[config.mk]
export PLATFORM = sky130hd
export DESIGN_NAME = continued_fraction_expander_unit
export DESIGN_NICKNAME = d
export VERILOG_FILES = /design/src/rtl/cfe_pkg.sv /design/src/rtl/continued_fraction_expander_unit.sv /design/src/rtl/cfe_datapath.sv /design/src/rtl/cfe_ctrl.sv
export SDC_FILE = /design/constraint.sdc
export NUM_CORES = 1
export LEC_CHECK = 0
export BUFFER_PORTS_ARGS = -buffer_cell sky130_fd_sc_hd__buf_4
export CORE_UTILIZATION = 35
export DETAILED_ROUTE_END_ITERATION = 12
export HOLD_SLACK_MARGIN = 0.12
export PLACE_DENSITY = 0.63
export RECOVER_POWER = 25
export SLEW_MARGIN = 0
export SYNTH_ARGS = -nofsm -noshare
export SYNTH_HDL_FRONTEND = slang
export SYNTH_SLANG_ARGS = --single-unit
[constraint.sdc]
create_clock -name clock -period 3.95 [get_ports clock]
set_clock_uncertainty 0.15 [all_clocks]
set_input_delay 0.79 -clock clock [delete_from_list [all_inputs] [get_ports clock]]
set_output_delay 0.79 -clock clock [all_outputs]
set_load 0.1 [all_outputs]
[src/rtl/cfe_pkg.sv]
// shared types and constants for the continued fraction expander
package cfe_pkg;

   localparam int DATA_WIDTH_DEFAULT = 32;
   localparam int FIELD_WIDTH        = 32;
   localparam int LIMIT_WIDTH        = 7;

   localparam logic [LIMIT_WIDTH-1:0] TERM_CAP    = 7'd64;
   localparam logic [LIMIT_WIDTH-1:0] LIMIT_RESET = 7'd64;

   typedef enum logic [2:0] {
      ST_IDLE,
      ST_CHECK,
      ST_DIVIDE,
      ST_EMIT,
      ST_FAULT
   } state_type;

   typedef struct packed {
      logic load;
      logic step;
      logic advance;
      logic show_fault;
   } cmd_type;

   typedef struct packed {
      logic divisor_zero;
      logic step_last;
      logic term_last;
   } status_type;

endpackage

[src/rtl/continued_fraction_expander_unit.sv]
// Continued fraction expander: takes a num/den pair and returns one word per partial
// quotient by exact Euclidean division, the last word flagged. Each term is computed by a
// restoring shift-subtract divider that resolves one quotient bit per cycle, then the word
// for that term is handed over. A zero denominator gives a single error word instead.
// Items are processed one at a time: req_ready is high only while no expansion is in
// progress. The term limit register (csr_data, reset 64; 0 acts as 1, above 64 acts as
// 64) is writable only while the block is idle: csr_ready follows req_ready.
module continued_fraction_expander_unit import cfe_pkg::*; #(
   parameter int DATA_WIDTH = DATA_WIDTH_DEFAULT
) (
   input  logic                   clock,
   input  logic                   reset,
   input  logic                   csr_valid,
   output logic                   csr_ready,
   input  logic [LIMIT_WIDTH-1:0] csr_data,
   input  logic                   req_valid,
   output logic                   req_ready,
   input  logic [FIELD_WIDTH-1:0] req_num_value,
   input  logic [FIELD_WIDTH-1:0] req_den_value,
   output logic                   rsp_valid,
   input  logic                   rsp_ready,
   output logic [FIELD_WIDTH-1:0] rsp_term,
   output logic                   rsp_last,
   output logic                   rsp_cut_short,
   output logic                   rsp_div_error
);

   cmd_type    cmd;
   status_type status;
   logic       csr_write;

   assign csr_ready = req_ready;
   assign csr_write = csr_valid && csr_ready;

   cfe_ctrl u_ctrl (
      .clock     (clock),
      .reset     (reset),
      .req_valid (req_valid),
      .req_ready (req_ready),
      .rsp_valid (rsp_valid),
      .rsp_ready (rsp_ready),
      .status    (status),
      .cmd       (cmd)
   );

   cfe_datapath #(
      .DATA_WIDTH (DATA_WIDTH)
   ) u_datapath (
      .clock         (clock),
      .reset         (reset),
      .csr_valid     (csr_write),
      .csr_data      (csr_data),
      .req_num_value (req_num_value),
      .req_den_value (req_den_value),
      .cmd           (cmd),
      .status        (status),
      .rsp_term      (rsp_term),
      .rsp_last      (rsp_last),
      .rsp_cut_short (rsp_cut_short),
      .rsp_div_error (rsp_div_error)
   );

endmodule

[src/rtl/cfe_datapath.sv]
// euclidean datapath: shift-subtract divider, term counter and limit register
module cfe_datapath import cfe_pkg::*; #(
   parameter int DATA_WIDTH = DATA_WIDTH_DEFAULT
) (
   input  logic                   clock,
   input  logic                   reset,
   input  logic                   csr_valid,
   input  logic [LIMIT_WIDTH-1:0] csr_data,
   input  logic [FIELD_WIDTH-1:0] req_num_value,
   input  logic [FIELD_WIDTH-1:0] req_den_value,
   input  cmd_type                cmd,
   output status_type             status,
   output logic [FIELD_WIDTH-1:0] rsp_term,
   output logic                   rsp_last,
   output logic                   rsp_cut_short,
   output logic                   rsp_div_error
);

   localparam int StepWidth = $clog2(DATA_WIDTH);

   logic [LIMIT_WIDTH-1:0] max_terms_ff;
   logic [DATA_WIDTH-1:0]  divisor_ff, divisor_in;
   logic [DATA_WIDTH:0]    rem_ff, rem_in;
   logic [DATA_WIDTH-1:0]  quo_ff, quo_in;
   logic [StepWidth-1:0]   step_ff, step_in;
   logic [LIMIT_WIDTH-1:0] count_ff, count_in;

   logic [DATA_WIDTH:0]    rem_shift;
   logic [DATA_WIDTH:0]    rem_diff;
   logic                   fits;
   logic [LIMIT_WIDTH-1:0] limit;
   logic [LIMIT_WIDTH-1:0] count_next;
   logic                   rem_zero;
   logic                   hit_limit;

   assign rem_shift  = {rem_ff[DATA_WIDTH-1:0], quo_ff[DATA_WIDTH-1]};
   assign fits       = rem_shift >= {1'b0, divisor_ff};
   assign rem_diff   = rem_shift - {1'b0, divisor_ff};
   assign count_next = count_ff + LIMIT_WIDTH'(1);
   assign rem_zero   = rem_ff == '0;
   assign hit_limit  = count_next >= limit;

   always_comb begin
      if (max_terms_ff == '0) begin
         limit = LIMIT_WIDTH'(1);
      end else if (max_terms_ff > TERM_CAP) begin
         limit = TERM_CAP;
      end else begin
         limit = max_terms_ff;
      end
   end

   assign status.divisor_zero = divisor_ff == '0;
   assign status.step_last    = step_ff == StepWidth'(DATA_WIDTH - 1);
   assign status.term_last    = rem_zero || hit_limit;

   assign rsp_term      = cmd.show_fault ? '0 : FIELD_WIDTH'(quo_ff);
   assign rsp_last      = cmd.show_fault || rem_zero || hit_limit;
   assign rsp_cut_short = !cmd.show_fault && !rem_zero && hit_limit;
   assign rsp_div_error = cmd.show_fault;

   always_comb begin
      divisor_in = divisor_ff;
      rem_in     = rem_ff;
      quo_in     = quo_ff;
      step_in    = step_ff;
      count_in   = count_ff;
      if (cmd.load) begin
         divisor_in = DATA_WIDTH'(req_den_value);
         quo_in     = DATA_WIDTH'(req_num_value);
         rem_in     = '0;
         step_in    = '0;
         count_in   = '0;
      end else if (cmd.step) begin
         quo_in  = {quo_ff[DATA_WIDTH-2:0], fits};
         rem_in  = fits ? rem_diff : rem_shift;
         step_in = step_ff + StepWidth'(1);
      end else if (cmd.advance) begin
         quo_in     = divisor_ff;
         divisor_in = rem_ff[DATA_WIDTH-1:0];
         rem_in     = '0;
         step_in    = '0;
         count_in   = count_next;
      end
   end

   always_ff @(posedge clock) begin
      if (reset) begin
         max_terms_ff <= LIMIT_RESET;
      end else if (csr_valid) begin
         max_terms_ff <= csr_data;
      end
   end

   always_ff @(posedge clock) begin
      if (reset) begin
         divisor_ff <= '0;
         rem_ff     <= '0;
         quo_ff     <= '0;
         step_ff    <= '0;
         count_ff   <= '0;
      end else begin
         divisor_ff <= divisor_in;
         rem_ff     <= rem_in;
         quo_ff     <= quo_in;
         step_ff    <= step_in;
         count_ff   <= count_in;
      end
   end

`ifndef SYNTH
   a_step_nonzero_divisor: assert property (@(posedge clock) disable iff (reset)
      cmd.step |-> !status.divisor_zero)
      else $error("divider stepped with zero divisor");

   a_remainder_below_divisor: assert property (@(posedge clock) disable iff (reset)
      cmd.step && status.step_last |=> rem_ff < {1'b0, divisor_ff})
      else $error("remainder not below divisor after division");

   a_count_in_range: assert property (@(posedge clock) disable iff (reset)
      cmd.advance |-> count_next < limit)
      else $error("advanced past the term limit");
`endif

endmodule

[src/rtl/cfe_ctrl.sv]
// sequencing state machine for load, division, term emission and error word
module cfe_ctrl import cfe_pkg::*; (
   input  logic       clock,
   input  logic       reset,
   input  logic       req_valid,
   output logic       req_ready,
   output logic       rsp_valid,
   input  logic       rsp_ready,
   input  status_type status,
   output cmd_type    cmd
);

   state_type state_ff, state_in;

   always_ff @(posedge clock) begin
      if (reset) begin
         state_ff <= ST_IDLE;
      end else begin
         state_ff <= state_in;
      end
   end

   always_comb begin
      state_in  = state_ff;
      cmd       = '0;
      req_ready = 1'b0;
      rsp_valid = 1'b0;
      case (state_ff)
         ST_IDLE: begin
            req_ready = 1'b1;
            if (req_valid) begin
               cmd.load = 1'b1;
               state_in = ST_CHECK;
            end
         end
         ST_CHECK: begin
            state_in = status.divisor_zero ? ST_FAULT : ST_DIVIDE;
         end
         ST_DIVIDE: begin
            cmd.step = 1'b1;
            if (status.step_last) begin
               state_in = ST_EMIT;
            end
         end
         ST_EMIT: begin
            rsp_valid = 1'b1;
            if (rsp_ready) begin
               if (status.term_last) begin
                  state_in = ST_IDLE;
               end else begin
                  cmd.advance = 1'b1;
                  state_in    = ST_DIVIDE;
               end
            end
         end
         ST_FAULT: begin
            rsp_valid      = 1'b1;
            cmd.show_fault = 1'b1;
            if (rsp_ready) begin
               state_in = ST_IDLE;
            end
         end
         default: begin
            state_in = ST_IDLE;
         end
      endcase
   end

`ifndef SYNTH
   a_no_overlap: assert property (@(posedge clock) disable iff (reset)
      !(req_ready && rsp_valid))
      else $error("input taken while a word is pending");

   a_check_after_accept: assert property (@(posedge clock) disable iff (reset)
      state_ff == ST_CHECK |-> $past(req_valid && req_ready))
      else $error("check state entered without an accepted item");

   a_idle_after_final: assert property (@(posedge clock) disable iff (reset)
      rsp_valid && rsp_ready && (cmd.show_fault || status.term_last) |=> req_ready)
      else $error("not idle after final word");
`endif

endmodule
# Word level (Yosys, flattened, before mapping)
# Index checks and enable logic that the tools add are counted.
[totals]
input_bits = 76
out_inout_bits = 38
elab_cells = 74
reg_bits = 119
[classes]
n_lt_le_gt_ge = 3
muxes = 30
n_addsub = 3
bitwise = 1
reduce_logical = 20
eq_ne = 10
[op_table]
columns = ["op", "count"]
rows = [
  ["32-bit 2-to-1 mux", 7],
  ["33-bit 2-to-1 mux", 3],
  ["33-bit by 32-bit >= comparator with 1-bit output", 1],
  ["33-bit zero test", 1],
  ["33-bit by 32-bit subtractor with 33-bit output", 1],
  ["32-bit zero test", 1],
  ["3-bit 2-to-1 mux", 5],
  ["3-bit case mux with 5 select lines", 1],
  ["7-bit 2-to-1 mux", 2],
  ["5-bit 2-to-1 mux", 2],
  ["1-bit 2-to-1 mux", 9],
  ["2-bit != test, second input constant", 4],
  ["7-bit by 1-bit adder with 7-bit output, second input constant", 1],
  ["7-bit >= comparator", 1],
  ["7-bit > comparator, second input constant", 1],
  ["7-bit zero test", 1],
  ["3-bit by 2-bit equality test with 1-bit output, second input constant", 2],
  ["5-bit by 1-bit adder with 5-bit output, second input constant", 1],
  ["5-bit equality test, second input constant", 1],
  ["2-bit AND reduction", 2],
  ["4-bit AND reduction", 1],
  ["2-bit nonzero test", 2],
  ["2-bit OR reduction", 2],
  ["3-bit by 1-bit equality test with 1-bit output, second input constant", 1],
  ["other kinds (9)", 14],
]

# Depth between registers and ports, before layout
[logic_depth]
ltp_word = 11
depth_mapped = 16
mapped_depth_nobuf = 13

# By module
# From an unflattened synthesis, not the netlist that was laid out.
[unflattened]
cells_unflattened = 1085
hier_area_um2 = 8010.2
[modules_own_cells]
columns = ["mod", "area_per_inst_um2", "seq_area_each_um2", "cells_per_inst", "instances"]
rows = [
  ["cfe_datapath", 7738.7, 2322.2, 1055, 1],
  ["cfe_ctrl", 257.7, 60.1, 28, 1],
  ["continued_fraction_expander_unit", 13.8, 0.0, 2, 1],
]

# Least setup slack after synthesis
# OpenSTA, ideal clock, no wires.
[synth_path]
path_type = "register -> output"
from = "register u_ctrl.state_ff[1]"
to = "output port rsp_cut_short"
path_slack_ns = -0.600
path_buffers = 2
arrival_time_ns = 3.610
path_stages_with_launch = 5
required_time_ns = 3.010
cell_sequence = "dfxtp_1 -> clkbuf_1 -> nor3b_1 -> clkbuf_1 -> nor3_1"
[synth_via]
elab_chain_len = 5
[synth_lines]
columns = ["element", "line_no", "text"]
rows = [
  ["start: declaration", "cfe_ctrl.sv:13", "state_type state_ff, state_in;"],
  ["start signal: assignment", "cfe_ctrl.sv:19", "state_ff <= state_in;"],
  ["3-bit equality test", "cfe_ctrl.sv:28", "case (state_ff)"],
  ["1-bit 2-to-1 mux", "cfe_ctrl.sv:28", ""],
  ["named net rsp_div_error", "continued_fraction_expander_unit.sv:25", "output logic rsp_div_error"],
  ["1-bit zero test", "cfe_datapath.sv:59", "assign rsp_cut_short = !cmd.show_fault && !rem_zero && hit_limit;"],
  ["1-bit logical AND (2 in a row)", "cfe_datapath.sv:59", ""],
  ["end: declaration", "continued_fraction_expander_unit.sv:24", "output logic rsp_cut_short,"],
]
# The timed path passes the listed nets, and every way through them passes these cells.

# Final worst setup path
[layout_path]
from = "register u_datapath.count_ff[0]"
to = "output port rsp_last"
[layout_via]
elab_chain_len = 3
[layout_lines]
columns = ["element", "line_no", "text"]
rows = [
  ["start: declaration", "cfe_datapath.sv:26", "logic [LIMIT_WIDTH-1:0] count_ff, count_in;"],
  ["start signal: assignment", "cfe_datapath.sv:107", "count_ff <= count_in;"],
  ["7-bit by 1-bit adder with 7-bit output", "cfe_datapath.sv:39", "assign count_next = count_ff + LIMIT_WIDTH'(1);"],
  ["named net u_datapath.count_next[6]", "cfe_datapath.sv:32", "logic [LIMIT_WIDTH-1:0] count_next;"],
  ["7-bit >= comparator", "cfe_datapath.sv:41", "assign hit_limit = count_next >= limit;"],
  ["1-bit logical OR", "cfe_datapath.sv:58", "assign rsp_last = cmd.show_fault || rem_zero || hit_limit;"],
  ["end: declaration", "continued_fraction_expander_unit.sv:23", "output logic rsp_last,"],
]
# The timed path passes the listed nets, and every way through them passes these cells.

==> results.md <==
Status
* **status** complete, no violations

STA
* **final-report hold violation count** 0
* **Post-Route Setup TNS** 0 ns
* **number of pins with negative max-slew slack in the final report** 0
* **fmax** 268 MHz
* **number of failing setup endpoints in the final timing report** 0
* **worst-case headroom to the max-slew limit** 23.4%
* **period utilization** 94.5%
* **RSZ-0062 raised after global routing** false
* **Worst Max-Slew Pin Slew** 1.15 ns
* **final period demand of the worst path** 3.73 ns

Global route
* **antenna violations before repair** 0
* **Congestion Overflow GR** 0
* **gr usage total** 21.1%
* **via count of the first global-routing pass** 7507
* **pin count of the biggest net entering global routing** 76
* **wire length of the first global-routing pass** 40.0 mm

Setup path
* **maximum cell stage delay along the critical path** 0.40 ns
* **Crit Reg-Reg Startpoint** u_datapath.count_ff[0]$_SDFFE_PP0P_
* **capture instance of the worst register-to-register path** u_datapath.quo_ff[3]$_SDFFE_PP0P_
* **peak fanout along the critical path** 4
* **Worst setup EP type** primary output
* **CP arrival** 2.79 ns
* **cells traversed along the worst timing path** ha_2 -> nand3_2 -> nor2_2 -> xor2_1 -> ha_1 -> a21oi_1 -> o21a_1 -> nand2b_1 -> or2_2 -> buf_4
* **cell with the largest stage delay on the worst path** dfxtp_1
* **kind of start point of the critical path** register
* **required time of the critical path** 3.01 ns
* **critical setup path kind** reg2out
* **FF-to-FF setup slack** 0.52 ns
* **FF-to-FF path depth** 13

Placement
* **placed wire-length estimate after detailed placement** 17.9 mm
* **cell total after placement** 1385
* **Final GP Congestion** 0.884
* **# port buffers** 113

Clock network
* **clock-pin slew on the worst setup and hold paths** 0.06 ns
* **number of clock buffers inserted by TritonCTS** 17
* **buffer levels on the longest clock path** 2
* **Clock Tree Root** clkbuf_16
* **total of hold buffers inserted after clock tree synthesis** 0
* **# clock sinks** 119
* **number of levels in the clock H-tree** 4
* **clock network latency to the later pin of the worst-skew pair** 0.42 ns
* **CTS tree** yes

Cells and area
* **most frequent standard cell in the layout excluding fill and tap cells** nand2_1
* **area growth from synthesis to final layout** 18.8%
* **combined flip-flop and latch cell area** 2380 µm²
* **top library cells by usage in the layout, fill and taps aside** 137 x nand2_1, 119 x dfxtp_1, 117 x nor2_1
* **fill cell count** 2263
* **area of the multi-input gates** 5200 µm²
* **share of cells above drive strength 1** 18.3%
* **Nets** 1238
* **number of standard cells in the layout, taps in and fillers out** 1417
* **antenna fix cells** 0

Floorplan
* **DIE AREA** 23700 µm²
* **core area** 22600 µm²
* **chip width** 154 µm
* **initial standard-cell utilization of the core** 35.6%
* **number of top-level pins** 114
* **Die Height** 154 µm
* **Core Rows** 55

Route
* **highest routing layer actually used** met4
* **remaining routing DRC violations** 0
* **total via count in the routed design** 7913
* **number of routed nets with antenna violations** 0
* **average wire length per cell after detail routing** 17.6 µm
* **iteration count of the initial detailed-routing pass** 5
* **total wire length after detailed routing** 25.0 mm
* **met2 wirelength from detailed routing** 11.4 mm
* **number of vias per cell** 5.58
* **WL met3** 1.48 mm
* **initial detailed-routing violation count** 629
* **routed metal-1 wirelength** 11.6 mm

Logic synthesis
* **syn_area_per_cell** 7.66 µm²
* **number of flip-flops and latches in the synthesized netlist** 119
* **register area share after synthesis** 29.5%
* **number of enable flip-flop cells after synthesis** 0
* **Mapped Area** 8070 µm²
* **synth unique cells** 69
* **number of nets in the synthesized netlist** 1173
* **fraction of registers with async set or reset after synthesis** 0%
* **commonest register cell after synthesis** dfxtp_1
* **Synth Instances** 1054
* **yosys synthesis warning count** 0

Worst hold path
* **number of cells on the worst hold path** 2
* **hold path endpoint** u_datapath.max_terms_ff[0]$_SDFFE_PP0P_
* **Min-Delay Startpoint** u_datapath.max_terms_ff[0]$_SDFFE_PP0P_
* **type of the most critical hold path** reg2reg

Job
* **number of max-cap violations** 0

Pwr
* **Max rail drop VDD** 0.277 mV
* **leakage dissipation** 3.78 nW
* **power per unit of standard cell area** 420 nW/µm²

## sequential cells by signal (all words and copies together), names as in the netlist
register                 flops
u_datapath.rem_ff           33
u_datapath.divisor_ff       32
u_datapath.quo_ff           32
u_datapath.max_terms_ff      7
u_ctrl.state_ff              3
u_datapath.step_ff           5
u_datapath.count_ff          7
## kinds of logic after synthesis
group | after synthesis | synth area share [%]
and+or+nand+nor | 422 | 24.3
xor gates and xnor gates | 42 | 4.56
muxes | 10 | 1.29
AOI/OAI and AO/OA | 301 | 27.3
buffers and inverters | 117 | 6.26
adders and majority gates | 43 | 6.76
DFF | 119 | 29.5
## how the worst max path moves through the flow
stage | from | to | slack (ns) | cells past startpoint
final | u_datapath.count_ff[0]$_SDFFE_PP0P_ | rsp_last | 0.22 | 10
after global routing | u_datapath.count_ff[0]$_SDFFE_PP0P_ | rsp_last | 0.02 | 10
after CTS | u_datapath.count_ff[0]$_SDFFE_PP0P_ | rsp_last | 0.14 | 10
after detailed placement | u_datapath.count_ff[0]$_SDFFE_PP0P_ | u_datapath.quo_ff[1]$_SDFFE_PP0P_ | 0.50 | 13
after global placement | u_datapath.divisor_ff[1]$_SDFFE_PP0P_ | u_datapath.rem_ff[6]$_SDFFE_PP0P_ | 0.58 | 11
after floorplan | u_datapath.count_ff[0]$_SDFFE_PP0P_ | rsp_cut_short | 0.33 | 8
## timing repair
item	4_1_cts	5_1_grt
gates resized for setup	0	3
buffers inserted	0	0
endpoints found under the setup margin	0	1
## layout make-up
type / count / area share (%)
Sequential cell: 119 / 24.9
Timing Repair Buffer: 124 / 9.22
Clock inverter: 13 / 1.88
Clock buffer: 19 / 4.52
Multi-Input combinational cell: 818 / 54.3
Tap cell: 285 / 3.72
Inverter: 39 / 1.53
## where the power goes
part           internal (mW)  switching (mW)  total (mW)
clock network           1.05           0.583        1.63
logic                  0.328           0.735        1.06
registers               1.27          0.0552        1.33
total                   2.65            1.37        4.03
## synthesized netlist by cell type (7+ instances only)
master	instances	area share, %
nor2_1	118	5.5
o21ai_0	17	1.1
nor4_1	17	1.3
nand4_1	11	0.85
a21o_1	12	1.1
xor2_1	22	2.4
ha_1	42	6.5
a21oi_1	91	5.6
nand2_1	138	6.4
nand2b_1	7	0.54
nor2b_1	38	2.9
mux2i_1	7	0.87
xnor2_1	20	2.2
buf_2	9	0.56
o211ai_1	42	3.9
dfxtp_1	119	30
nor3_1	47	2.9
a211oi_1	35	3.3
nand3_1	12	0.74
o21ai_1	7	0.43
o211ai_2	28	4.3
inv_1	39	1.8
a22oi_1	16	1.5
clkbuf_1	53	2.5
## critical path, delay by kind of cell, from the launching register on
family                   cells  cell delay [ns]
flip-flops                   1             0.40
buffers and inverters        1             0.23
XOR/XNOR                     1             0.19
AO/OA/AOI/OAI                2             0.34
AND/OR/NAND/NOR              4             0.69
adder cells (fa/ha/maj)      2             0.51
## per-stage QoR
stage / hold slack, ns / power [mW] / worst slack [ns] / utilization (%) / cell area, µm²
global placement: 0.302 / 2.42 / 0.582 / 40.0 / 9040
floorplan: 0.286 / 2.15 / 0.326 / - / 8080
finish: 0.317 / 4.03 / 0.218 / 42.3 / 9590
detailed placement: 0.309 / 2.42 / 0.501 / 40.0 / 9040
CTS: 0.318 / 4.05 / 0.137 / 42.7 / 9660
global route: 0.347 / 4.19 / 0.0158 / 42.3 / 9590
## layer usage
metal  vias to the layer above  GRT usage, %
li1                       3892             -
met4                         0          6.76
met5                         -             0
met3                        36          3.66
met1                      3739          29.0
met2                       246          33.4
(Power assumes the default switching activity.)
